File: config.mk
export PLATFORM = sky130hd
export DESIGN_NAME = min_variance_window_mean_unit_flat
export DESIGN_NICKNAME = d
export VERILOG_FILES = /design/src/hdl/mvwm_pkg.sv /design/src/hdl/mvwm_req_if.sv /design/src/hdl/mvwm_rsp_if.sv /design/src/hdl/min_variance_window_mean_unit.sv /design/src/hdl/mvwm_window.sv /design/src/hdl/mvwm_score.sv /design/src/hdl/mvwm_select.sv /design/src/flat_wrapper.sv
export SDC_FILE = /design/constraint.sdc
export NUM_CORES = 2
export LEC_CHECK = 0
export BUFFER_PORTS_ARGS = -buffer_cell sky130_fd_sc_hd__buf_2
export CAP_MARGIN = 10
export CORE_ASPECT_RATIO = 1.2
export CORE_MARGIN = 2
export CORE_UTILIZATION = 40
export CTS_CLUSTER_DIAMETER = 120
export DETAILED_ROUTE_END_ITERATION = 6
export SYNTH_ARGS = -nofsm -noshare
export SYNTH_HDL_FRONTEND = slang
export SYNTH_HIERARCHICAL = 1
export SYNTH_SLANG_ARGS = --single-unit
File: constraint.sdc
create_clock -name clock -period 15.05 [get_ports clock]
set_clock_uncertainty 0.1 [all_clocks]
set_input_delay 0.7525 -clock clock [delete_from_list [all_inputs] [get_ports clock]]
set_output_delay 0.7525 -clock clock [all_outputs]
set_load 0.05 [all_outputs]
File: src/hdl/mvwm_pkg.sv
package mvwm_pkg;

   localparam int WIN_LEN = 6;
   localparam int FILL_W = 3;
   localparam logic [FILL_W-1:0] FILL_FULL = 3'd6;

   // 999999 cm^2 * 36 * 64^2
   localparam int LIMIT_W = 38;
   localparam logic [LIMIT_W-1:0] SCORE_LIMIT = 38'd147455852544;

   typedef struct packed {
      logic valid;
      logic last;
      logic full;
   } mvwm_ctl_type;

endpackage

File: src/hdl/mvwm_req_if.sv
interface mvwm_req_if #(
   parameter int SAMPLE_BITS = 16
);
   logic                   valid;
   logic                   ready;
   logic [SAMPLE_BITS-1:0] sample;
   logic                   last;

   modport source (output valid, output sample, output last, input ready);
   modport sink   (input valid, input sample, input last, output ready);
endinterface

File: src/hdl/mvwm_rsp_if.sv
interface mvwm_rsp_if #(
   parameter int SAMPLE_BITS = 16
);
   logic                   valid;
   logic                   ready;
   logic [SAMPLE_BITS-1:0] best_mean;
   logic                   valid_res;

   modport source (output valid, output best_mean, output valid_res, input ready);
   modport sink   (input valid, input best_mean, input valid_res, output ready);
endinterface

File: src/hdl/min_variance_window_mean_unit.sv
// Minimum-variance window mean. Takes one distance sample per cycle (1/64 cm units); over
// each block it slides a six-sample window, scores every full window as
// 6*sum(x^2) - sum(x)^2 and keeps the floored mean of the lowest-scoring one
// (earlier window wins a tie, scores must lie under the 999999 cm^2 limit). The sample
// marked last produces one result transaction once it leaves the result register; other
// samples produce none. The unit is a four-stage pipeline (input register, running
// sums, square and divide-by-six, best select and result register) that advances as a
// whole, so it takes a sample every cycle and stalls only while a result is held
// unread on the response channel. valid_res is 0 for blocks shorter than six samples.
module min_variance_window_mean_unit #(
   parameter int SAMPLE_BITS = 16
) (
   input  logic       clock,
   input  logic       reset,
   mvwm_req_if.sink   req,
   mvwm_rsp_if.source rsp
);
   logic                        advance;
   mvwm_pkg::mvwm_ctl_type      ctl1_ff;
   logic [SAMPLE_BITS-1:0]      sample_ff;
   mvwm_pkg::mvwm_ctl_type      ctl2;
   logic [SAMPLE_BITS+2:0]      sum2;
   logic [2*SAMPLE_BITS+2:0]    sqsum2;
   mvwm_pkg::mvwm_ctl_type      ctl3;
   logic [2*SAMPLE_BITS+5:0]    six_sq3;
   logic [2*SAMPLE_BITS+5:0]    sum_sq3;
   logic [SAMPLE_BITS-1:0]      mean3;
   logic                        rsp_valid_w;

   assign advance   = !rsp_valid_w || rsp.ready;
   assign req.ready = advance;
   assign rsp.valid = rsp_valid_w;

   always_ff @(posedge clock) begin
      if (reset) begin
         ctl1_ff <= '0;
      end else if (advance) begin
         ctl1_ff.valid <= req.valid;
         ctl1_ff.last  <= req.last;
         ctl1_ff.full  <= 1'b0;
      end
   end

   always_ff @(posedge clock) begin
      if (advance) begin
         sample_ff <= req.sample;
      end
   end

   mvwm_window #(.SAMPLE_BITS(SAMPLE_BITS)) u_window (
      .clock     (clock),
      .reset     (reset),
      .advance   (advance),
      .ctl_in    (ctl1_ff),
      .sample_in (sample_ff),
      .ctl_out   (ctl2),
      .sum_out   (sum2),
      .sqsum_out (sqsum2)
   );

   mvwm_score #(.SAMPLE_BITS(SAMPLE_BITS)) u_score (
      .clock      (clock),
      .reset      (reset),
      .advance    (advance),
      .ctl_in     (ctl2),
      .sum_in     (sum2),
      .sqsum_in   (sqsum2),
      .ctl_out    (ctl3),
      .six_sq_out (six_sq3),
      .sum_sq_out (sum_sq3),
      .mean_out   (mean3)
   );

   mvwm_select #(.SAMPLE_BITS(SAMPLE_BITS)) u_select (
      .clock         (clock),
      .reset         (reset),
      .advance       (advance),
      .ctl_in        (ctl3),
      .six_sq_in     (six_sq3),
      .sum_sq_in     (sum_sq3),
      .mean_in       (mean3),
      .rsp_valid     (rsp_valid_w),
      .rsp_best_mean (rsp.best_mean),
      .rsp_valid_res (rsp.valid_res)
   );

endmodule

File: src/hdl/mvwm_window.sv
module mvwm_window #(
   parameter int SAMPLE_BITS = 16
) (
   input  logic                        clock,
   input  logic                        reset,
   input  logic                        advance,
   input  mvwm_pkg::mvwm_ctl_type      ctl_in,
   input  logic [SAMPLE_BITS-1:0]      sample_in,
   output mvwm_pkg::mvwm_ctl_type      ctl_out,
   output logic [SAMPLE_BITS+2:0]      sum_out,
   output logic [2*SAMPLE_BITS+2:0]    sqsum_out
);
   localparam int SUM_W = SAMPLE_BITS + 3;
   localparam int SQ_W = 2 * SAMPLE_BITS;
   localparam int SQSUM_W = 2 * SAMPLE_BITS + 3;
   localparam int N = mvwm_pkg::WIN_LEN;

   logic [SAMPLE_BITS-1:0]          win_ff [N];
   logic [SQ_W-1:0]                 winsq_ff [N];
   logic [SUM_W-1:0]                sum_ff;
   logic [SQSUM_W-1:0]              sqsum_ff;
   logic [mvwm_pkg::FILL_W-1:0]     fill_ff;

   logic [SQ_W-1:0]                 sq_new;
   logic [SUM_W-1:0]                sum_in;
   logic [SQSUM_W-1:0]              sqsum_in;
   logic [mvwm_pkg::FILL_W-1:0]     fill_in;

   mvwm_pkg::mvwm_ctl_type          ctl_ff;
   logic [SUM_W-1:0]                sum_out_ff;
   logic [SQSUM_W-1:0]              sqsum_out_ff;

   assign sq_new   = SQ_W'(sample_in) * SQ_W'(sample_in);
   assign sum_in   = sum_ff + SUM_W'(sample_in) - SUM_W'(win_ff[0]);
   assign sqsum_in = sqsum_ff + SQSUM_W'(sq_new) - SQSUM_W'(winsq_ff[0]);
   assign fill_in  = (fill_ff == mvwm_pkg::FILL_FULL) ? fill_ff : fill_ff + 1'b1;

   always_ff @(posedge clock) begin
      if (reset) begin
         for (int k = 0; k < N; k++) begin
            win_ff[k]   <= '0;
            winsq_ff[k] <= '0;
         end
         sum_ff   <= '0;
         sqsum_ff <= '0;
         fill_ff  <= '0;
      end else if (advance && ctl_in.valid) begin
         if (ctl_in.last) begin
            for (int k = 0; k < N; k++) begin
               win_ff[k]   <= '0;
               winsq_ff[k] <= '0;
            end
            sum_ff   <= '0;
            sqsum_ff <= '0;
            fill_ff  <= '0;
         end else begin
            for (int k = 0; k < N - 1; k++) begin
               win_ff[k]   <= win_ff[k+1];
               winsq_ff[k] <= winsq_ff[k+1];
            end
            win_ff[N-1]   <= sample_in;
            winsq_ff[N-1] <= sq_new;
            sum_ff   <= sum_in;
            sqsum_ff <= sqsum_in;
            fill_ff  <= fill_in;
         end
      end
   end

   always_ff @(posedge clock) begin
      if (reset) begin
         ctl_ff <= '0;
      end else if (advance) begin
         ctl_ff.valid <= ctl_in.valid;
         ctl_ff.last  <= ctl_in.last;
         ctl_ff.full  <= (fill_in == mvwm_pkg::FILL_FULL);
      end
   end

   always_ff @(posedge clock) begin
      if (advance) begin
         sum_out_ff   <= sum_in;
         sqsum_out_ff <= sqsum_in;
      end
   end

   assign ctl_out   = ctl_ff;
   assign sum_out   = sum_out_ff;
   assign sqsum_out = sqsum_out_ff;

endmodule

File: src/hdl/mvwm_score.sv
module mvwm_score #(
   parameter int SAMPLE_BITS = 16
) (
   input  logic                        clock,
   input  logic                        reset,
   input  logic                        advance,
   input  mvwm_pkg::mvwm_ctl_type      ctl_in,
   input  logic [SAMPLE_BITS+2:0]      sum_in,
   input  logic [2*SAMPLE_BITS+2:0]    sqsum_in,
   output mvwm_pkg::mvwm_ctl_type      ctl_out,
   output logic [2*SAMPLE_BITS+5:0]    six_sq_out,
   output logic [2*SAMPLE_BITS+5:0]    sum_sq_out,
   output logic [SAMPLE_BITS-1:0]      mean_out
);
   localparam int SUM_W = SAMPLE_BITS + 3;
   localparam int SCORE_W = 2 * SAMPLE_BITS + 6;
   // floor(s / 6) = (s * ceil(2^K / 6)) >> K for all s below 2^SUM_W
   localparam int DIV_K = SUM_W + 3;
   localparam int PROD_W = SUM_W + DIV_K;
   localparam logic [DIV_K-1:0] DIV_M =
      DIV_K'(((64'd1 << DIV_K) + 64'd5) / 64'd6);

   logic [SCORE_W-1:0]     six_sq;
   logic [SCORE_W-1:0]     sum_sq;
   logic [PROD_W-1:0]      recip_prod;

   mvwm_pkg::mvwm_ctl_type ctl_ff;
   logic [SCORE_W-1:0]     six_sq_ff;
   logic [SCORE_W-1:0]     sum_sq_ff;
   logic [SAMPLE_BITS-1:0] mean_ff;

   assign six_sq     = (SCORE_W'(sqsum_in) << 2) + (SCORE_W'(sqsum_in) << 1);
   assign sum_sq     = SCORE_W'(sum_in) * SCORE_W'(sum_in);
   assign recip_prod = PROD_W'(sum_in) * PROD_W'(DIV_M);

   always_ff @(posedge clock) begin
      if (reset) begin
         ctl_ff <= '0;
      end else if (advance) begin
         ctl_ff <= ctl_in;
      end
   end

   always_ff @(posedge clock) begin
      if (advance) begin
         six_sq_ff <= six_sq;
         sum_sq_ff <= sum_sq;
         mean_ff   <= recip_prod[DIV_K +: SAMPLE_BITS];
      end
   end

   assign ctl_out    = ctl_ff;
   assign six_sq_out = six_sq_ff;
   assign sum_sq_out = sum_sq_ff;
   assign mean_out   = mean_ff;

endmodule

File: src/hdl/mvwm_select.sv
module mvwm_select #(
   parameter int SAMPLE_BITS = 16
) (
   input  logic                        clock,
   input  logic                        reset,
   input  logic                        advance,
   input  mvwm_pkg::mvwm_ctl_type      ctl_in,
   input  logic [2*SAMPLE_BITS+5:0]    six_sq_in,
   input  logic [2*SAMPLE_BITS+5:0]    sum_sq_in,
   input  logic [SAMPLE_BITS-1:0]      mean_in,
   output logic                        rsp_valid,
   output logic [SAMPLE_BITS-1:0]      rsp_best_mean,
   output logic                        rsp_valid_res
);
   localparam int SCORE_W = 2 * SAMPLE_BITS + 6;
   localparam int BEST_W = (SCORE_W > mvwm_pkg::LIMIT_W) ? SCORE_W : mvwm_pkg::LIMIT_W;

   logic [SCORE_W-1:0]     score;
   logic                   take;
   logic [BEST_W-1:0]      best_score_ff;
   logic [SAMPLE_BITS-1:0] best_value_ff;
   logic [BEST_W-1:0]      best_score_in;
   logic [SAMPLE_BITS-1:0] best_value_in;

   logic                   valid_ff;
   logic [SAMPLE_BITS-1:0] mean_ff;
   logic                   valid_res_ff;

   assign score = six_sq_in - sum_sq_in;
   assign take  = ctl_in.full && (BEST_W'(score) < best_score_ff);
   assign best_score_in = take ? BEST_W'(score) : best_score_ff;
   assign best_value_in = take ? mean_in : best_value_ff;

   always_ff @(posedge clock) begin
      if (reset) begin
         best_score_ff <= BEST_W'(mvwm_pkg::SCORE_LIMIT);
         best_value_ff <= '0;
      end else if (advance && ctl_in.valid) begin
         if (ctl_in.last) begin
            best_score_ff <= BEST_W'(mvwm_pkg::SCORE_LIMIT);
            best_value_ff <= '0;
         end else begin
            best_score_ff <= best_score_in;
            best_value_ff <= best_value_in;
         end
      end
   end

   always_ff @(posedge clock) begin
      if (reset) begin
         valid_ff <= 1'b0;
      end else if (advance) begin
         valid_ff <= ctl_in.valid && ctl_in.last;
      end
   end

   always_ff @(posedge clock) begin
      if (advance) begin
         mean_ff      <= ctl_in.full ? best_value_in : '0;
         valid_res_ff <= ctl_in.full;
      end
   end

   assign rsp_valid     = valid_ff;
   assign rsp_best_mean = mean_ff;
   assign rsp_valid_res = valid_res_ff;

endmodule

File: src/flat_wrapper.sv
// flat-port wrapper written by rule: the top's interface ports become plain ports
module min_variance_window_mean_unit_flat 
#(
   parameter int SAMPLE_BITS = 16
)
  (clock, reset, req_valid, req_sample, req_last, req_ready, rsp_valid, rsp_best_mean, rsp_valid_res, rsp_ready);
  mvwm_req_if #(.SAMPLE_BITS(SAMPLE_BITS)) req_i ();
  mvwm_rsp_if #(.SAMPLE_BITS(SAMPLE_BITS)) rsp_i ();
  input  logic clock;
  input  logic reset;
  input wire logic [$bits(req_i.valid)-1:0] req_valid;
  input wire logic [$bits(req_i.sample)-1:0] req_sample;
  input wire logic [$bits(req_i.last)-1:0] req_last;
  output wire logic [$bits(req_i.ready)-1:0] req_ready;
  output wire logic [$bits(rsp_i.valid)-1:0] rsp_valid;
  output wire logic [$bits(rsp_i.best_mean)-1:0] rsp_best_mean;
  output wire logic [$bits(rsp_i.valid_res)-1:0] rsp_valid_res;
  input wire logic [$bits(rsp_i.ready)-1:0] rsp_ready;
  assign req_i.valid = req_valid;
  assign req_i.sample = req_sample;
  assign req_i.last = req_last;
  assign req_ready = req_i.ready;
  assign rsp_valid = rsp_i.valid;
  assign rsp_best_mean = rsp_i.best_mean;
  assign rsp_valid_res = rsp_i.valid_res;
  assign rsp_i.ready = rsp_ready;
  min_variance_window_mean_unit #(.SAMPLE_BITS(SAMPLE_BITS)) u_core (.clock(clock), .reset(reset), .req(req_i), .rsp(rsp_i));
endmodule
Yosys cells after proc, flatten, opt, wreduce, memory -nomap -nowiden
Memory sizes are Yosys's and may differ from the RTL's.
Cells that the tools add are included.
- flip-flop bits (word level): 299
- memory bits (writable): 288
- input bits: 21
- output and inout bits: 19
- word-level logic and storage cells: 111
- memories: 2
- add/subtract/negate cells: 7
- $mul: 3
- magnitude comparators: 1
- equal/unequal tests: 2
- mux-type cells: 42
- bitwise operators: 24
- reductions and logical operators: 8
- memory list (name ; words ; width ; read ports ; clocked after Yosys merged registers in ; write ports ; line ; source):
    u_core.u_window.winsq_ff ; 6 ; 32 ; 6 ; 0 ; 6 ; mvwm_window.sv:19 ; logic [SQ_W-1:0] winsq_ff [N];
    u_core.u_window.win_ff ; 6 ; 16 ; 6 ; 0 ; 6 ; mvwm_window.sv:18 ; logic [SAMPLE_BITS-1:0] win_ff [N];
- operator list (kind ; number):
    32-bit two-way mux ; 12
    16-bit two-way mux ; 14
    38-bit two-way mux ; 2
    37-bit by 36-bit adder with 38-bit output ; 1
    38-bit < comparator ; 1
    19-bit by 19-bit multiplier with 38-bit output ; 1
    19-bit by 20-bit multiplier with 38-bit output (second input constant) ; 1
    38-bit subtractor ; 1
    35-bit by 32-bit adder with 35-bit output ; 1
    35-bit two-way mux ; 1
    35-bit by 32-bit subtractor with 35-bit output ; 1
    16-bit by 16-bit multiplier with 32-bit output ; 1
    1-bit bitwise OR ; 24
    19-bit by 16-bit adder with 19-bit output ; 1
    19-bit two-way mux ; 1
    19-bit by 16-bit subtractor with 19-bit output ; 1
    1-bit two-way mux ; 10
    3-bit == test (second input constant) ; 2
    3-bit two-way mux ; 2
    1-bit logical AND ; 4
    3-bit by 1-bit adder with 3-bit output (second input constant) ; 1
    2-bit AND reduction ; 1
    2-bit nonzero test ; 1
    1-bit zero test ; 1
    1-bit logical OR ; 1

Logic depth before layout (Yosys ltp)
- depth in word-level cells: 8
- mapped depth: 38
- gate-level depth less buffers: 35

By module
Netlist, hierarchy kept.
- by module, submodules not included (module ; times used ; cells each ; area an instance (um^2) ; sequential area each (um^2)):
    mvwm_window ; 1 ; 2234 ; 24926.4 ; 11110.7
    mvwm_score ; 1 ; 2121 ; 20402.1 ; 2762.6
    mvwm_select ; 1 ; 698 ; 5749.3 ; 1611.5
    min_variance_window_mean_unit ; 1 ; 27 ; 590.6 ; 520.5

Worst setup path before layout
Ideal clock, no wire load.
- kind: input port to flip-flop
- start point: input port rsp_ready
- end point: memory u_core.u_window.win_ff[0][0] (enable)
- library setup time: 0.682 ns
- data arrival time: 12.045 ns
- data required time: 14.268 ns
- path slack: 2.224 ns
- stages: 6
- path buffers: 2
- cells stage by stage: and2b_4 inv_1 a21oi_1 inv_1 clkbuf_1 clkbuf_1
- RTL lines (element ; line ; source):
    from (decl) ; flat_wrapper.sv:18 ; input wire logic [$bits(rsp_i.ready)-1:0] rsp_ready;
    to (decl) ; mvwm_window.sv:18 ;

Worst setup path in the final report
- start point: register u_core.sample_ff[11]
- end point: register u_core.u_window.sqsum_ff[34]
- word-level cells in the longest chain between the ends: 4
- ends and longest elaborated chain (element ; line ; source):
    from (decl) ; min_variance_window_mean_unit.sv:20 ; logic [SAMPLE_BITS-1:0] sample_ff;
    from (signal assigned) ; min_variance_window_mean_unit.sv:46 ; sample_ff <= req.sample;
    16-bit by 16-bit multiplier with 32-bit output ; mvwm_window.sv:33 ; assign sq_new = SQ_W'(sample_in) * SQ_W'(sample_in);
    35-bit by 32-bit adder with 35-bit output ; mvwm_window.sv:35 ; assign sqsum_in = sqsum_ff + SQSUM_W'(sq_new) - SQSUM_W'(winsq_ff[0]);
    35-bit by 32-bit subtractor with 35-bit output ; mvwm_window.sv:35 ;
    35-bit two-way mux ; mvwm_window.sv:48 ; if (ctl_in.last) begin
    to (signal assigned) ; mvwm_window.sv:64 ; sqsum_ff <= sqsum_in;
    to (decl) ; mvwm_window.sv:21 ; logic [SQSUM_W-1:0] sqsum_ff;
No other way between the ends.
A chain may end at the register's enable or synchronous reset.

==> out/metrics.cfg <==
[synth]
yosysWarnings=6
netlist_area_mm2=0.0517
synthCells=5079
syn_area_per_cell_um2=10.2

[clock_tree]
htree_levels=3
numCtsBuffers=67
clockBufferDepth=3
cts_sinks=573
path_clk_slew_ns=0.06
ctsRootBufferMaster=clkbuf_16
clk_latency_ns=0.69
cts_tree=yes
cts_hold_buf=0
ctsResizeCount=0
post_cts_buffers=0

[place]
placed_area_mm2=0.0537
routabilityCongestion=0.887
dpl.hpwl_um=93900
port_buffers=39
numPlacedInstances=6686

[sta]
rsz0062_at_grt=no
slew-limit-headroom_pct=25.5
fin_crit_ns=9.77
worst_pin_slew_ns=1.12
setup_viol=0
finalMaxSlewViolations=0
setup-tns-final_ns=0
finalCritPeriodShare_pct=64.9
finalHoldViolations=0
max_freq_ghz=0.102

[worst_setup_path]
critical_path_class=reg -> reg
endpoint=u_core/u_window/sqsum_ff[34]$_SDFFE_PP0P_
worstPathArrival_ns=10.25
r2r_cells=31
rrSetupSlack_ns=5.28
cp_slowest_cell=edfxtp_1
worstSetupEndpointType=flop
critPathLaunchType=flop
cp-startpoint=u_core/sample_ff[11]$_DFFE_PP_
slowest_delay_ns=0.83
crit_required_ns=15.53
crit_fanout=16
r2r-start=u_core/sample_ff[11]$_DFFE_PP_
crit_top_cell=fa_1
reg2reg_to=u_core/u_window/sqsum_ff[34]$_SDFFE_PP0P_

[floorplanning]
rows=144
die_y_um=398
die_x_um=332
die_area_mm2=0.132
start_util_pct=40.3
core_mm2=0.128
ioPinCount=40

[outcome]
status=complete, no violations

[detailed_routing]
drc=0
routed_wl_um=122000
dr_total_vias=34300
routedWlPerCell_um=17.9
drtIter0Drc=1863
ant_nets=0
via_per_inst=5.04
first_pass_iters=7

[global_routing]
grt_max_degree=296
grt_pass1_vias=35700
grt-ovfl-total=0
grtUsageTotal_pct=18.7
antenna_found_initial=0
grt_pass1_wl_um=194000

[finish]
fin_cells=6810
nets=6189
diodes=0
final_area_mm2=0.0560
multiInputGateArea_mm2=0.0312
layout_commonest_cell=inv_1
final_util_pct=43.6
layout_common_cells=inv_1 (1028), fa_1 (560), ha_1 (532), edfxtp_1 (453), nand2_1 (333)
register_area_mm2=0.0160
layout-drive-gt1-share_pct=4.60
area_delta_synth_final_pct=8.31
n_fill_cell=12300

[worst_hold_path]
hold_path_depth=1
min_path_type=in -> reg

[run]
maxCapViolations=0

==> sequential cells by signal, summed over array words and instances, names as in the netlist, 3 cells and up <==
| register | count |
|---|---|
| u_core/u_score/ctl_out | 3 |
| u_core/u_score/mean_out | 16 |
| u_core/u_window/winsq_ff | 183 |
| u_core/u_window/sum_ff | 19 |
| u_core/u_window/ctl_out | 3 |
| u_core/u_select/best_value_ff | 16 |
| u_core/u_window/fill_ff | 3 |
| u_core/u_score/six_sq_out | 37 |
| u_core/u_window/sum_out | 19 |
| u_core/u_score/sum_sq_out | 37 |
| u_core/u_window/win_ff | 93 |
| u_core/u_window/sqsum_ff | 35 |
| u_core/sample_ff | 16 |
| u_core/u_select/rsp_best_mean | 16 |
| u_core/u_select/best_score_ff | 38 |
| u_core/u_window/sqsum_out | 35 |
==> critical path, delay by kind of cell (launching register included) <==
| kind | cells | cell delay [ns] |
|---|---|---|
| fa+ha+maj | 9 | 4.26 |
| xor+xnor | 1 | 0.12 |
| buf+inv | 6 | 0.86 |
| flops | 1 | 0.83 |
| simple gates | 4 | 1.18 |
| compound gates | 11 | 2.34 |
==> how the worst min path moves through the flow <==
stage                                                         start                                   endpoint  slack (ns)
after global placement      u_core/u_window/ctl_out[2]$_SDFFE_PP0P_    u_core/u_window/ctl_out[2]$_SDFFE_PP0P_        0.36
after detailed placement     u_core/u_window/sqsum_out[0]$_DFFE_PP_     u_core/u_score/six_sq_out[1]$_DFFE_PP_        0.36
after CTS                                            req_sample[14]             u_core/sample_ff[14]$_DFFE_PP_        0.08
after floorplan           u_core/u_window/sqsum_ff[31]$_SDFFE_PP0P_  u_core/u_window/sqsum_ff[31]$_SDFFE_PP0P_        0.33
after global routing                                  req_sample[2]              u_core/sample_ff[2]$_DFFE_PP_        0.11
final                                                req_sample[14]             u_core/sample_ff[14]$_DFFE_PP_        0.15
==> stage by stage <==
| stage | hold WS [ns] | setup slack [ns] |
|---|---|---|
| after floorplan | 0.325 | 2.22 |
| after global placement | 0.360 | 5.59 |
| final | 0.148 | 5.28 |
| after detailed placement | 0.363 | 5.39 |
| after global routing | 0.105 | 4.65 |
| after CTS | 0.0834 | 5.35 |
==> final cells by class <==
cell class | count | share of cell area, %
clock buffer | 86 | 3.21
inverter | 1043 | 7.02
tap | 1679 | 3.75
sequential | 573 | 28.6
clock inverter | 38 | 0.883
timing repair buffer | 68 | 0.760
multi-input combinational | 3323 | 55.8
==> per-layer routing <==
metal	track usage, %	up-vias	share of wire, %
li1	-	16600	-
met1	22.9	16900	42
met2	33.8	631	51
met3	2.44	186	3.7
met4	6.59	0	3.2
met5	0	-	0
Power is not shown: default switching activity piles up to over one toggle a cycle in this logic, so the estimate is an artifact.
